[src/design/ppte_pkg.sv]
`timescale 1ns / 1ps
// Shared codes, widths and controller/datapath interface types for the trajectory evaluator.
package ppte_pkg;

   localparam int OP_W       = 2;
   localparam int INDEX_W    = 6;
   localparam int WORD_W     = 32;
   localparam int CSR_W      = 5;
   localparam int SEG_OUT_W  = 4;
   localparam int STEP_W     = 3;
   localparam int TDATA_W    = 72;

   localparam logic [OP_W-1:0] OP_WR_BREAK = 2'd0;
   localparam logic [OP_W-1:0] OP_WR_COEFF = 2'd1;
   localparam logic [OP_W-1:0] OP_EVAL     = 2'd2;

   localparam logic [CSR_W-1:0] POINTS_RESET = 5'd3;

   // controller -> datapath
   typedef struct packed {
      logic              start;      // evaluate item taken: latch time, restart search
      logic              wr_break;   // breakpoint write item taken
      logic              wr_coeff;   // coefficient write item taken
      logic              rd_last;    // address the last breakpoint
      logic              chk_last;   // compare time against last breakpoint
      logic              scan_adv;   // step to next segment
      logic              scan_stop;  // segment found, form time offset
      logic              lead;       // load leading coefficient
      logic              cld;        // latch coefficient, start position product
      logic              rndp;       // start velocity product
      logic              accp;       // position accumulate
      logic              accv;       // velocity accumulate
      logic              load_rsp;   // move results into output register
      logic [STEP_W-1:0] step;       // Horner step number
   } cmd_type;

   // datapath -> controller
   typedef struct packed {
      logic scan_hit;  // time <= breakpoint just read
      logic seg_last;  // current segment is the last one
      logic quartic;   // current segment has five coefficients
   } status_type;

endpackage

[src/design/ppte_ctrl.sv]
`timescale 1ns / 1ps
// Sequencer for segment search and shared-multiplier Horner evaluation.
module ppte_ctrl (
   input  logic                           clock,
   input  logic                           reset,
   input  logic                           req_tvalid,
   input  logic [ppte_pkg::OP_W-1:0]      req_op,
   output logic                           req_tready,
   input  logic                           rsp_tready,
   output logic                           rsp_tvalid,
   input  ppte_pkg::status_type           status,
   output ppte_pkg::cmd_type              cmd
);

   localparam logic [3:0] ST_IDLE  = 4'd0;
   localparam logic [3:0] ST_LAST  = 4'd1;
   localparam logic [3:0] ST_SCAN  = 4'd2;
   localparam logic [3:0] ST_FETCH = 4'd3;
   localparam logic [3:0] ST_LEAD  = 4'd4;
   localparam logic [3:0] ST_CLD   = 4'd5;
   localparam logic [3:0] ST_RNDP  = 4'd6;
   localparam logic [3:0] ST_ACCP  = 4'd7;
   localparam logic [3:0] ST_ACCV  = 4'd8;
   localparam logic [3:0] ST_DONE  = 4'd9;

   logic [3:0]                    state_ff, state_in;
   logic [ppte_pkg::STEP_W-1:0]   step_ff, step_in;
   logic                          rsp_valid_ff, rsp_valid_in;
   logic [ppte_pkg::STEP_W-1:0]   last_step;

   assign last_step  = status.quartic ? 3'd4 : 3'd3;
   assign req_tready = (state_ff == ST_IDLE);
   assign rsp_tvalid = rsp_valid_ff;

   always_comb begin
      cmd      = '0;
      cmd.step = step_ff;
      state_in = state_ff;
      step_in  = step_ff;
      unique case (state_ff)
         ST_IDLE: begin
            cmd.rd_last = 1'b1;
            if (req_tvalid) begin
               unique case (req_op)
                  ppte_pkg::OP_WR_BREAK: cmd.wr_break = 1'b1;
                  ppte_pkg::OP_WR_COEFF: cmd.wr_coeff = 1'b1;
                  ppte_pkg::OP_EVAL: begin
                     cmd.start = 1'b1;
                     step_in   = '0;
                     state_in  = ST_LAST;
                  end
                  default: ;
               endcase
            end
         end
         ST_LAST: begin
            cmd.chk_last = 1'b1;
            state_in     = ST_SCAN;
         end
         ST_SCAN: begin
            if (status.scan_hit || status.seg_last) begin
               cmd.scan_stop = 1'b1;
               state_in      = ST_FETCH;
            end else begin
               cmd.scan_adv = 1'b1;
            end
         end
         ST_FETCH: begin
            state_in = (step_ff == '0) ? ST_LEAD : ST_CLD;
         end
         ST_LEAD: begin
            cmd.lead = 1'b1;
            step_in  = 3'd1;
            state_in = ST_FETCH;
         end
         ST_CLD: begin
            cmd.cld  = 1'b1;
            state_in = ST_RNDP;
         end
         ST_RNDP: begin
            cmd.rndp = 1'b1;
            state_in = ST_ACCP;
         end
         ST_ACCP: begin
            cmd.accp = 1'b1;
            state_in = ST_ACCV;
         end
         ST_ACCV: begin
            // velocity has one term fewer: its last step is skipped
            if (step_ff == last_step) begin
               state_in = ST_DONE;
            end else begin
               cmd.accv = 1'b1;
               step_in  = step_ff + 3'd1;
               state_in = ST_CLD;
            end
         end
         ST_DONE: begin
            if (!rsp_valid_ff || rsp_tready) begin
               cmd.load_rsp = 1'b1;
               state_in     = ST_IDLE;
            end
         end
         default: state_in = ST_IDLE;
      endcase
   end

   always_comb begin
      if (cmd.load_rsp) begin
         rsp_valid_in = 1'b1;
      end else if (rsp_tready) begin
         rsp_valid_in = 1'b0;
      end else begin
         rsp_valid_in = rsp_valid_ff;
      end
   end

   always_ff @(posedge clock) begin
      if (reset) begin
         state_ff     <= ST_IDLE;
         step_ff      <= '0;
         rsp_valid_ff <= 1'b0;
      end else begin
         state_ff     <= state_in;
         step_ff      <= step_in;
         rsp_valid_ff <= rsp_valid_in;
      end
   end

endmodule

[config.mk]
export PLATFORM = sky130hd
export DESIGN_NAME = ppte_ctrl
export DESIGN_NICKNAME = d
export VERILOG_FILES = /design/src/design/ppte_pkg.sv /design/src/design/ppte_ctrl.sv
export SDC_FILE = /design/constraint.sdc
export NUM_CORES = 1
export LEC_CHECK = 0
export BUFFER_PORTS_ARGS = -buffer_cell sky130_fd_sc_hd__buf_2
export CAP_MARGIN = 30
export CORE_MARGIN = 2
export CORE_UTILIZATION = 46
export DETAILED_ROUTE_END_ITERATION = 8
export GPL_TIMING_DRIVEN = 0
export PLACE_DENSITY = 0.76
export SLEW_MARGIN = 15
export SYNTH_ARGS = -nofsm -noshare
export SYNTH_HDL_FRONTEND = slang
export SYNTH_SLANG_ARGS = --single-unit
[constraint.sdc]
create_clock -name clock -period 1.7 [get_ports clock]
set_input_delay 0.255 -clock clock [delete_from_list [all_inputs] [get_ports clock]]
set_output_delay 0.255 -clock clock [all_outputs]
set_load 0.01 [all_outputs]
* After elaboration in Yosys (flattened, before gate mapping)
Index checks and enable logic that the tools add are counted.
Word-level totals: register bits after elaboration 8, input bits 9, output and inout bits 18, word-level logic and storage cells 62
Operators by class: $add $sub $neg 1, equality and inequality tests 17, multiplexer cells 31, reductions and logical operators 10
Operators with widths (number):
- 4-bit one-hot mux with 10 select lines | 1
- 4-bit two-way mux | 6
- 1-bit two-way mux | 17
- 4-bit by 3-bit equality test with 1-bit output, second input constant | 4
- 3-bit two-way mux | 5
- 3-bit one-hot mux with 3 select lines | 1
- 4-bit by 2-bit equality test with 1-bit output, second input constant | 2
- 4-bit equality test, second input constant | 2
- 2-bit != test, second input constant | 4
- 4-bit AND reduction | 2
- 4-bit by 1-bit equality test with 1-bit output, second input constant | 1
- 4-bit zero test | 1
- 3-bit by 1-bit adder with 3-bit output, second input constant | 1
- 3-bit equality test | 1
- 3-bit zero test | 1
- 3-bit nonzero test | 1
- 2-bit by 1-bit equality test with 1-bit output, second input constant | 1
- 2-bit equality test, second input constant | 1
- 2-bit zero test | 1
- 1-bit logical OR | 2
- 2-bit two-way mux | 1
- 2-bit by 1-bit != test with 1-bit output, second input constant | 1
- 2-bit nonzero test | 1
- 1-bit zero test | 1

* Logic depth before layout (Yosys ltp)
Gate-level depths: netlist of the first run.
depth in word-level cells 5, gate-level depth with buffers 6, mapped depth without buffers 6

* Worst setup path after synthesis of the first run
OpenSTA, ideal clock, no wires.
path type reg2out, start point register state_ff[1], end point output port cmd[15] (netlist bit), arrival 1394 ps, path slack 51 ps, cell stages (with the launch flop) 4, buffers on the path 1, path through dfxtp_1 clkbuf_1 nor4_2 nor3b_1
RTL lines:
- start: declaration | RTL line ppte_ctrl.sv:26 | logic [3:0] state_ff, state_in;
- start signal: assignment | RTL line ppte_ctrl.sv:124 | state_ff <= state_in;
- end: declaration | RTL line ppte_ctrl.sv:12 | output ppte_pkg::cmd_type cmd

==> results of run 1 <==
[metal layers]
metal / routed length, um / part of all wire, %
met2: 822 / 48
met3: 82 / 4.8
met5: 0 / 0
met4: 63 / 3.7
met1: 749 / 44
[cell type report]
cell class / count / area, um2 / area share, %
Buffer: 8 / 68.8 / 7.13
Clock buffer: 3 / 22.5 / 2.33
Inverter: 5 / 18.8 / 1.95
Multi-Input combinational cell: 62 / 483 / 50.1
Sequential cell: 8 / 166 / 17.3
Tap cell: 15 / 18.8 / 1.95
Timing Repair Buffer: 31 / 186 / 19.3
[repair_timing]
action,CTS,global route
setup buffers,3,3
endpoints found under the setup margin,7,8
pin swaps,2,0
resized for setup,13,9
[state kept, by name (all words and copies together) (netlist names)]
name	cells
rsp_tvalid	1
state_ff	4
step_ff	3
[how the worst max path moves through the flow]
stage / to / startpoint / slack (ps) / cells past startpoint
after floorplan: cmd[15] / state_ff[1] / 50 / 3
after global placement: cmd[14] / state_ff[1] / 80 / 4
after detailed placement: cmd[14] / state_ff[1] / 50 / 4
after CTS: cmd[14] / state_ff[1] / -20 / 4
after global routing: cmd[14] / state_ff[3] / -100 / 4
final: cmd[14] / state_ff[1] / -20 / 4
[cells in the mapped netlist, types with 2 or more instances]
library cell	count	area share (%)
dfxtp_1	8	24
nor2_1	7	3.9
a21oi_1	6	4.4
nand2_1	6	3.3
inv_1	5	2.8
nand2b_1	4	3.7
buf_2	3	2.2
nor3_1	3	2.2
and4bb_2	2	3.7
buf_4	2	2.2
clkbuf_1	2	1.1
ha_1	2	3.7
nor2b_1	2	1.9
nor3b_1	2	2.2
nor4_1	2	1.9
o211ai_1	2	2.2
o21ai_0	2	1.5
[where the power goes]
part / internal, uW / switching [uW] / leakage, uW
combinational: 404 / 398 / 0.000361
clock: 80.8 / 65.7 / 0.0000138
sequential: 235 / 43.7 / 0.0000665
total: 720 / 508 / 0.000442
[critical path, stage by stage (launching register included)]
cell	delay, ps
dfxtp_4	350
buf_8	130
nor4_4	350
and4bb_2	280
buf_6	100
[logic make-up (layout without fill, tap and decap cells)]
kind of cell | Yosys count | count (layout) | synth area share, %
DFF | 8 | 8 | 23.7
adders and majority gates | 2 | 2 | 3.70
and+or+nand+nor | 44 | 44 | 47.0
buffers and inverters | 13 | 47 | 10.0
AOI/OAI and AO/OA | 16 | 16 | 15.6
[stage by stage]
step	std cells	worst slack, ps	TNS, ps	instance area (um2)
floorplan	83	51.2	0	676
global placement	123	84.9	0	820
detailed placement	123	54.3	0	820
CTS	129	-21.1	-21.5	920
global route	132	-96.5	-271	965
finish	132	-20.0	-20.0	965
==> impl_metrics.json, run 1 <==
{
  "finalSetupViolCount": 1,
  "utilization_pct": 72.3,
  "cts_tree": "done",
  "r2r_cells": 6,
  "diodes": 0,
  "clkTransAtPathRegs_ps": 50,
  "grt.overflow.total": 0,
  "initial_core_util_pct": 50.7,
  "cts_buffers": 3,
  "fin_nets": 130,
  "antenna_found_initial": 0,
  "violations": "setup timing",
  "critical_path_required_ps": 1440,
  "htree_num_levels": 1,
  "reg2reg_slack_ps": 110,
  "hpwl_um": 1190,
  "ys.flop_type": "dfxtp_1",
  "cts_sinks": 8,
  "netlist_area_um2": 676,
  "pin_count": 27,
  "finClkSkew_ps": 0.634,
  "wirelength_um": 1720,
  "worst_hold_startpoint": "rsp_tready",
  "grt_max_degree": 11,
  "grt_pass1_wl_um": 2640,
  "hold_viol_final": 0,
  "grt_use_met3_pct": 1.72,
  "synthCells": 83,
  "max-slew-margin-rel_pct": 77.2,
  "worst_setup_path_end_kind": "output pin",
  "gp_congestion": 0.754,
  "clk_latency_ps": 260,
  "status": "complete, but fails checks",
  "grt.busiest_layer": "met2",
  "cts_buffer_depth": 2,
  "fmax_mhz": 581,
  "critPathLaunchType": "flop",
  "core_um2": 1330,
  "total_power_uw": 1230,
  "port_buffers": 25,
  "rsz0062_at_grt": "yes",
  "drtIter0Drc": 13,
  "fin_ws_ps": -20.0,
  "grtUsageMet2_pct": 31.4,
  "worstMarginPinSlew_ps": 338,
  "slew_viol_final": 0,
  "drive_gt1_share_pct": 50.4,
  "vias_per_cell": 5.73,
  "postSynthNetCount": 94,
  "wl_per_cell_um": 13.0,
  "n_fill_cell": 101,
  "finalCriticalPeriod_ps": 1720,
  "holdWs_ps": 292,
  "leakagePower_uw": 0.000442,
  "path_max_fanout": 6,
  "syn_to_final_growth_pct": 42.8,
  "critPathKind": "reg2out",
  "r2r-end": "state_ff[0]",
  "drc_errors": 0,
  "irDropWorstVdd_uv": 696,
  "power.density_nw_per_um2": 1270,
  "r2r_start": "step_ff[0]",
  "die-width_um": 42.3,
  "synth_edf_count": 0,
  "cp.arrival_ps": 1460,
  "cap_viol_max_count": 0,
  "grt_pass1_vias": 624,
  "drt_pre_antenna_iters": 4,
  "cts_hold_buf": 0,
  "use_met1_pct": 23.3,
  "std_cell_rows": 13,
  "async_flop_share_pct": 0,
  "grt.total_usage_pct": 19.6,
  "whs_endpoint": "state_ff[0]",
  "hp-class": "in2reg",
  "cts_root_buf": "clkbuf_4",
  "die_area_um2": 1790,
  "ys_seq_elements": 8,
  "avgSynthCellArea_um2": 8.14,
  "die_y_um": 42.3,
  "layout_common_cells": "24 x buf_2, 8 x buf_4, 7 x nor2_1",
  "antenna_left": 0,
  "holdPathStages": 4,
  "finalCritPeriodShare_pct": 101,
  "ys_seq_area_share_pct": 23.7,
  "vias": 756,
  "yosys.cell_types.count": 40,
  "yosys_warnings": 0,
  "layout_commonest_cell": "buf_2"
}
(Power assumes the default switching activity.)
==> run 2, diff against run 1 <==
--- a/config.mk
+++ b/config.mk
@@ -12,6 +12,7 @@
 export DETAILED_ROUTE_END_ITERATION = 8
 export GPL_TIMING_DRIVEN = 0
 export PLACE_DENSITY = 0.76
+export SKIP_CTS_REPAIR_TIMING = 1
 export SLEW_MARGIN = 15
 export SYNTH_ARGS = -nofsm -noshare
 export SYNTH_HDL_FRONTEND = slang
==> run 2 against run 1 <==
  * The flow still finishes with violations (setup timing)
  * Non-clock buffer count grew 2
  * Utilization grew 0.66 points
  * Highest routed layer unchanged
  * Count of clock-buffer cells in the layout is the same
  * Largest cell class unchanged
  * Sequential share of layout area is essentially flat
  * Clock skew grew 0.68 ps
  * Final area grew 0.91%
  * Hold slack gained 3.2 ps
  * Combinational power shrank 1%
  * Flip-flop and latch count is the same
  * Die area is the same
  * Sequential power is essentially flat
  * Cell count grew 1.5%
==> impl_metrics.json, run 2 (synthesis gave the netlist of run 1 again) <==
{
  "die_y_um": 42.3,
  "place_area_um2": 820,
  "use_met1_pct": 23.1,
  "cts_tree": "done",
  "cts_sinks": 8,
  "diodes": 0,
  "vias": 776,
  "cts_root_buf": "clkbuf_4",
  "worstMarginPinSlew_ps": 319,
  "status": "complete, but fails checks",
  "max-slew-margin-rel_pct": 78.6,
  "antenna_found_initial": 0,
  "grt.overflow.total": 0,
  "clkTransAtPathRegs_ps": 50,
  "fin_nets": 132,
  "drive_gt1_share_pct": 51.3,
  "cts_buffer_depth": 2,
  "clk_latency_ps": 250,
  "holdWs_ps": 295,
  "wirelength_um": 1840,
  "gp_congestion": 0.754,
  "layout_commonest_cell": "buf_2",
  "post-place-ws_ps": 54.3,
  "layout_common_cells": "26 x buf_2, 8 x buf_4, 7 x nor2_1",
  "grt_max_degree": 11,
  "power.density_nw_per_um2": 1250,
  "finalNonFillerCells": 134,
  "worstPathCellList": "buf_6 > nor4_4 > and4bb_2 > buf_6",
  "antenna_left": 0,
  "grt_pass1_vias": 590,
  "fin_ws_ps": -33.2,
  "rsz0062_at_grt": "yes",
  "initial_core_util_pct": 50.7,
  "hold_viol_final": 0,
  "pin_count": 27,
  "core_um2": 1330,
  "drt_pre_antenna_iters": 4,
  "path_max_fanout": 6,
  "finalSetupViolCount": 3,
  "leakagePower_uw": 0.000466,
  "cp.arrival_ps": 1480,
  "cp_slowest_cell": "nor4_4",
  "port_buffers": 25,
  "critPathKind": "reg2out",
  "cts_buffers": 3,
  "std_cell_rows": 13,
  "grt.busiest_layer": "met2",
  "max_stage_delay_ps": 360,
  "drc_errors": 0,
  "grtUsageMet2_pct": 29.8,
  "grt_pass1_wl_um": 2520,
  "n_fill_cell": 102,
  "slew_viol_final": 0,
  "violations": "setup timing",
  "die_area_um2": 1790,
  "worst_setup_path_end_kind": "output pin",
  "drtIter0Drc": 28,
  "fmax_mhz": 577,
  "finalCriticalPeriod_ps": 1730,
  "grt.total_usage_pct": 18.5,
  "hp-class": "in2reg",
  "wl_per_cell_um": 13.7,
  "finClkSkew_ps": 1.31,
  "total_power_uw": 1220,
  "largest_register_ffs": 4,
  "critPathLaunchType": "flop",
  "vias_per_cell": 5.79,
  "htree_num_levels": 1,
  "critical_path_required_ps": 1440,
  "finalCritPeriodShare_pct": 102,
  "cpMostUsedCell": "buf_6",
  "cap_viol_max_count": 0,
  "crit_buf_inv": 2,
  "top_register": "state_ff",
  "crit_family": "simple AND/OR/NAND/NOR gates",
  "grt_use_met3_pct": 1.29,
  "final_cell_area_um2": 973,
  "syn_to_final_growth_pct": 44.1,
  "dp.cells": 123,
  "irDropWorstVdd_uv": 611,
  "hpwl_um": 1190,
  "die-width_um": 42.3
}
[run 2: changes by cell type in the layout (fill, tap and decap cells not counted)]
| cell | before | now |
|---|---|---|
| buf_2 | 24 | 26 |
| dlymetal6s2s_1 | 0 | 1 |
| dfxtp_2 | 2 | 3 |
| buf_8 | 1 | 0 |
| dfxtp_1 | 5 | 4 |
[run 2: per-stage QoR]
stage	setup TNS (ps)	util, %
6_report	-44.6	73.0
4_1_cts	-979	63.1
3_5_place_dp	0	61.4
5_1_grt	-360	73.0
2_1_floorplan	0	-
3_3_place_gp	0	61.4
[run 2: layer usage]
metal / part of all wire (%) / wire length [um]
met1: 41 / 749
met2: 47 / 866
met3: 7.4 / 135
met4: 4.6 / 85
met5: 0 / 0
[run 2: path summary, 6_finish.rpt]
path	to	cells after the start	from	slack, ps
setup / recovery	cmd[14]	4	state_ff[3]	-30
hold / removal	state_ff[0]	4	rsp_tready	290
setup reg to reg	state_ff[0]	6	step_ff[0]	170
hold reg to reg	rsp_tvalid	2	rsp_tvalid	510
[run 2: worst register-to-register path: stages (launching register included)]
cell and delay (ps):
dfxtp_1 460, inv_1 100, ha_1 200, nor2b_1 130, nor4b_1 270, o211ai_1 170, a21oi_1 140
[run 2: cell type report]
class	count	area [um2]	area share, %
buffer	8	62.6	6.43
clock buffer	3	22.5	2.31
timing repair buffer	33	200	20.6
inverter	5	18.8	1.93
tap	15	18.8	1.93
sequential	8	168	17.2
multi-input combinational	62	483	49.6
[run 2: where the power goes]
| part | internal, uW | leakage [uW] | total [uW] | switching, uW |
|---|---|---|---|---|
| clock | 80.8 | 0.0000138 | 146 | 64.9 |
| sequential | 230 | 0.0000669 | 280 | 49.8 |
| combinational | 388 | 0.000386 | 791 | 402 |
==> run 3, diff against run 2 <==
--- a/config.mk
+++ b/config.mk
@@ -8,10 +8,10 @@
 export BUFFER_PORTS_ARGS = -buffer_cell sky130_fd_sc_hd__buf_2
 export CAP_MARGIN = 30
 export CORE_MARGIN = 2
-export CORE_UTILIZATION = 46
+export CORE_UTILIZATION = 50
 export DETAILED_ROUTE_END_ITERATION = 8
 export GPL_TIMING_DRIVEN = 0
-export PLACE_DENSITY = 0.76
+export PLACE_DENSITY = 0.82
 export SKIP_CTS_REPAIR_TIMING = 1
 export SLEW_MARGIN = 15
 export SYNTH_ARGS = -nofsm -noshare
==> constraint.sdc (replaced) <==
create_clock -name clock -period 2 [get_ports clock]
set_input_delay 0.3 -clock clock [delete_from_list [all_inputs] [get_ports clock]]
set_output_delay 0.3 -clock clock [all_outputs]
set_load 0.01 [all_outputs]
==> run 3 against run 2 <==
  * The flow now finishes without violations
  * Global-route usage rose by 0.36 points
  * Combinational power is 32% lower
  * Via count shrank 9.5%
  * Cell count is 6.0% lower
  * Die area is 7.3% lower
  * Sequential power down 22%
  * Highest routed layer unchanged
  * Critical path depth unchanged
==> impl_metrics.json, run 3 (synthesis gave the netlist of run 1 again) <==
{
  "tns_ps": 0,
  "cts_sinks": 8,
  "worst_setup_path_end_kind": "output pin",
  "port_buffers": 25,
  "core_um2": 1280,
  "std_cell_rows": 13,
  "critPathLaunchType": "flop",
  "clkTransAtPathRegs_ps": 50,
  "cp.arrival_ps": 1660,
  "rsz0062_at_grt": "yes",
  "max-slew-margin-rel_pct": 72.7,
  "wirelength_um": 1480,
  "slew_viol_final": 0,
  "irDropWorstVdd_uv": 564,
  "grt.total_usage_pct": 18.9,
  "drtIter0Drc": 12,
  "syn_to_final_growth_pct": 24.6,
  "hpwl_um": 1170,
  "drt_pre_antenna_iters": 4,
  "fmax_mhz": 510,
  "hp-class": "in2reg",
  "vias": 702,
  "clkPwrFrac_pct": 13.7,
  "fin_nets": 124,
  "pwr-share-seq_pct": 24.9,
  "power.density_nw_per_um2": 1040,
  "initial_core_util_pct": 52.6,
  "status": "completed",
  "cts_buffers": 3,
  "leakagePower_uw": 0.000392,
  "final_cell_area_um2": 842,
  "gp_congestion": 0.765,
  "pin_count": 27,
  "internal_power_uw": 504,
  "path_max_fanout": 10,
  "wl_per_cell_um": 11.8,
  "critPathKind": "reg2out",
  "cts_buffer_depth": 2,
  "register_area_um2": 160,
  "worstMarginPinSlew_ps": 406,
  "layout_common_cells": "28 x buf_2, 8 x dfxtp_1, 7 x nor2_1",
  "n_fill_cell": 123,
  "clk_latency_ps": 250,
  "layout_commonest_cell": "buf_2",
  "drive_gt1_share_pct": 38.7,
  "critical_path_required_ps": 1700,
  "grt_max_degree": 11,
  "largest_register_ffs": 4,
  "grt.overflow.total": 0,
  "place_area_um2": 820,
  "diodes": 0,
  "finalCriticalPeriod_ps": 1960,
  "finalCritPeriodShare_pct": 98.0,
  "comb_power_share_pct": 61.4,
  "grt_pass1_wl_um": 2100,
  "vias_per_cell": 5.57,
  "die_area_um2": 1660,
  "multi_input_area_um2": 448,
  "grt_pass1_vias": 508,
  "cts_root_buf": "clkbuf_4",
  "die-width_um": 40.8,
  "antenna_left": 0,
  "p_sw_uw": 371,
  "htree_num_levels": 1,
  "antenna_found_initial": 0,
  "hold_viol_final": 0,
  "finClkSkew_ps": 1.16,
  "die_y_um": 40.8,
  "finalSetupViolCount": 0,
  "cap_viol_max_count": 0,
  "cts_tree": "done",
  "top_register": "state_ff",
  "drc_errors": 0,
  "p_sw_share_pct": 42.4
}
[run 3: cell types whose count changed in the layout (fill, tap and decap cells not counted), sizes merged]
cell | before | now
buf | 39 | 31
clkbuf | 4 | 5
dlymetal6s2s | 1 | 0
[run 3: cell type report]
class                      count  area share (%)
tap                           15            2.23
timing repair buffer          25            14.9
buffer                         8            5.79
inverter                       5            2.23
multi-input combinational     62            53.2
sequential                     8            19.0
clock buffer                   3            2.67
[run 3: worst max-delay path, cell delays in order, from the launching register on]
cell      delay, ps
dfxtp_1         320
clkbuf_1        210
nor4_2          470
and4bb_2        290
buf_2           120
[run 3: per-stage QoR]
stage	utilization, %	hold WS (ps)	total power, uW	setup slack [ps]	cells
3_5_place_dp	63.8	530	756	295	123
2_1_floorplan	-	506	607	306	83
6_report	65.5	367	874	40.7	126
5_1_grt	65.5	384	954	-92.1	126
3_3_place_gp	63.8	500	748	341	123
4_1_cts	65.5	362	880	33.6	126
[run 3: final timing paths]
check         startpoint           to  slack (ps)  depth (start not counted)
min reg2reg   rsp_tvalid   rsp_tvalid         530                          2
max          state_ff[1]      cmd[14]          40                          4
min           rsp_tready  state_ff[0]         370                          4
max reg2reg   step_ff[0]  state_ff[0]         490                          6
[run 3: power by group through the flow]
stage	sequential, uW	combinational (uW)	clock, uW
4_1_cts	217	538	125
6_report	218	536	120
2_1_floorplan	213	395	0
3_3_place_gp	220	528	0
3_5_place_dp	221	535	0
5_1_grt	222	600	131
[run 3: metal layers]
metal | up-vias | part of all wire (%) | GRT usage (%)
met2 | 22 | 46 | 32.5
li1 | 361 | - | -
met5 | - | 0 | 0
met4 | 0 | 0.74 | 7.50
met1 | 317 | 47 | 23.0
met3 | 2 | 5.3 | 3.26
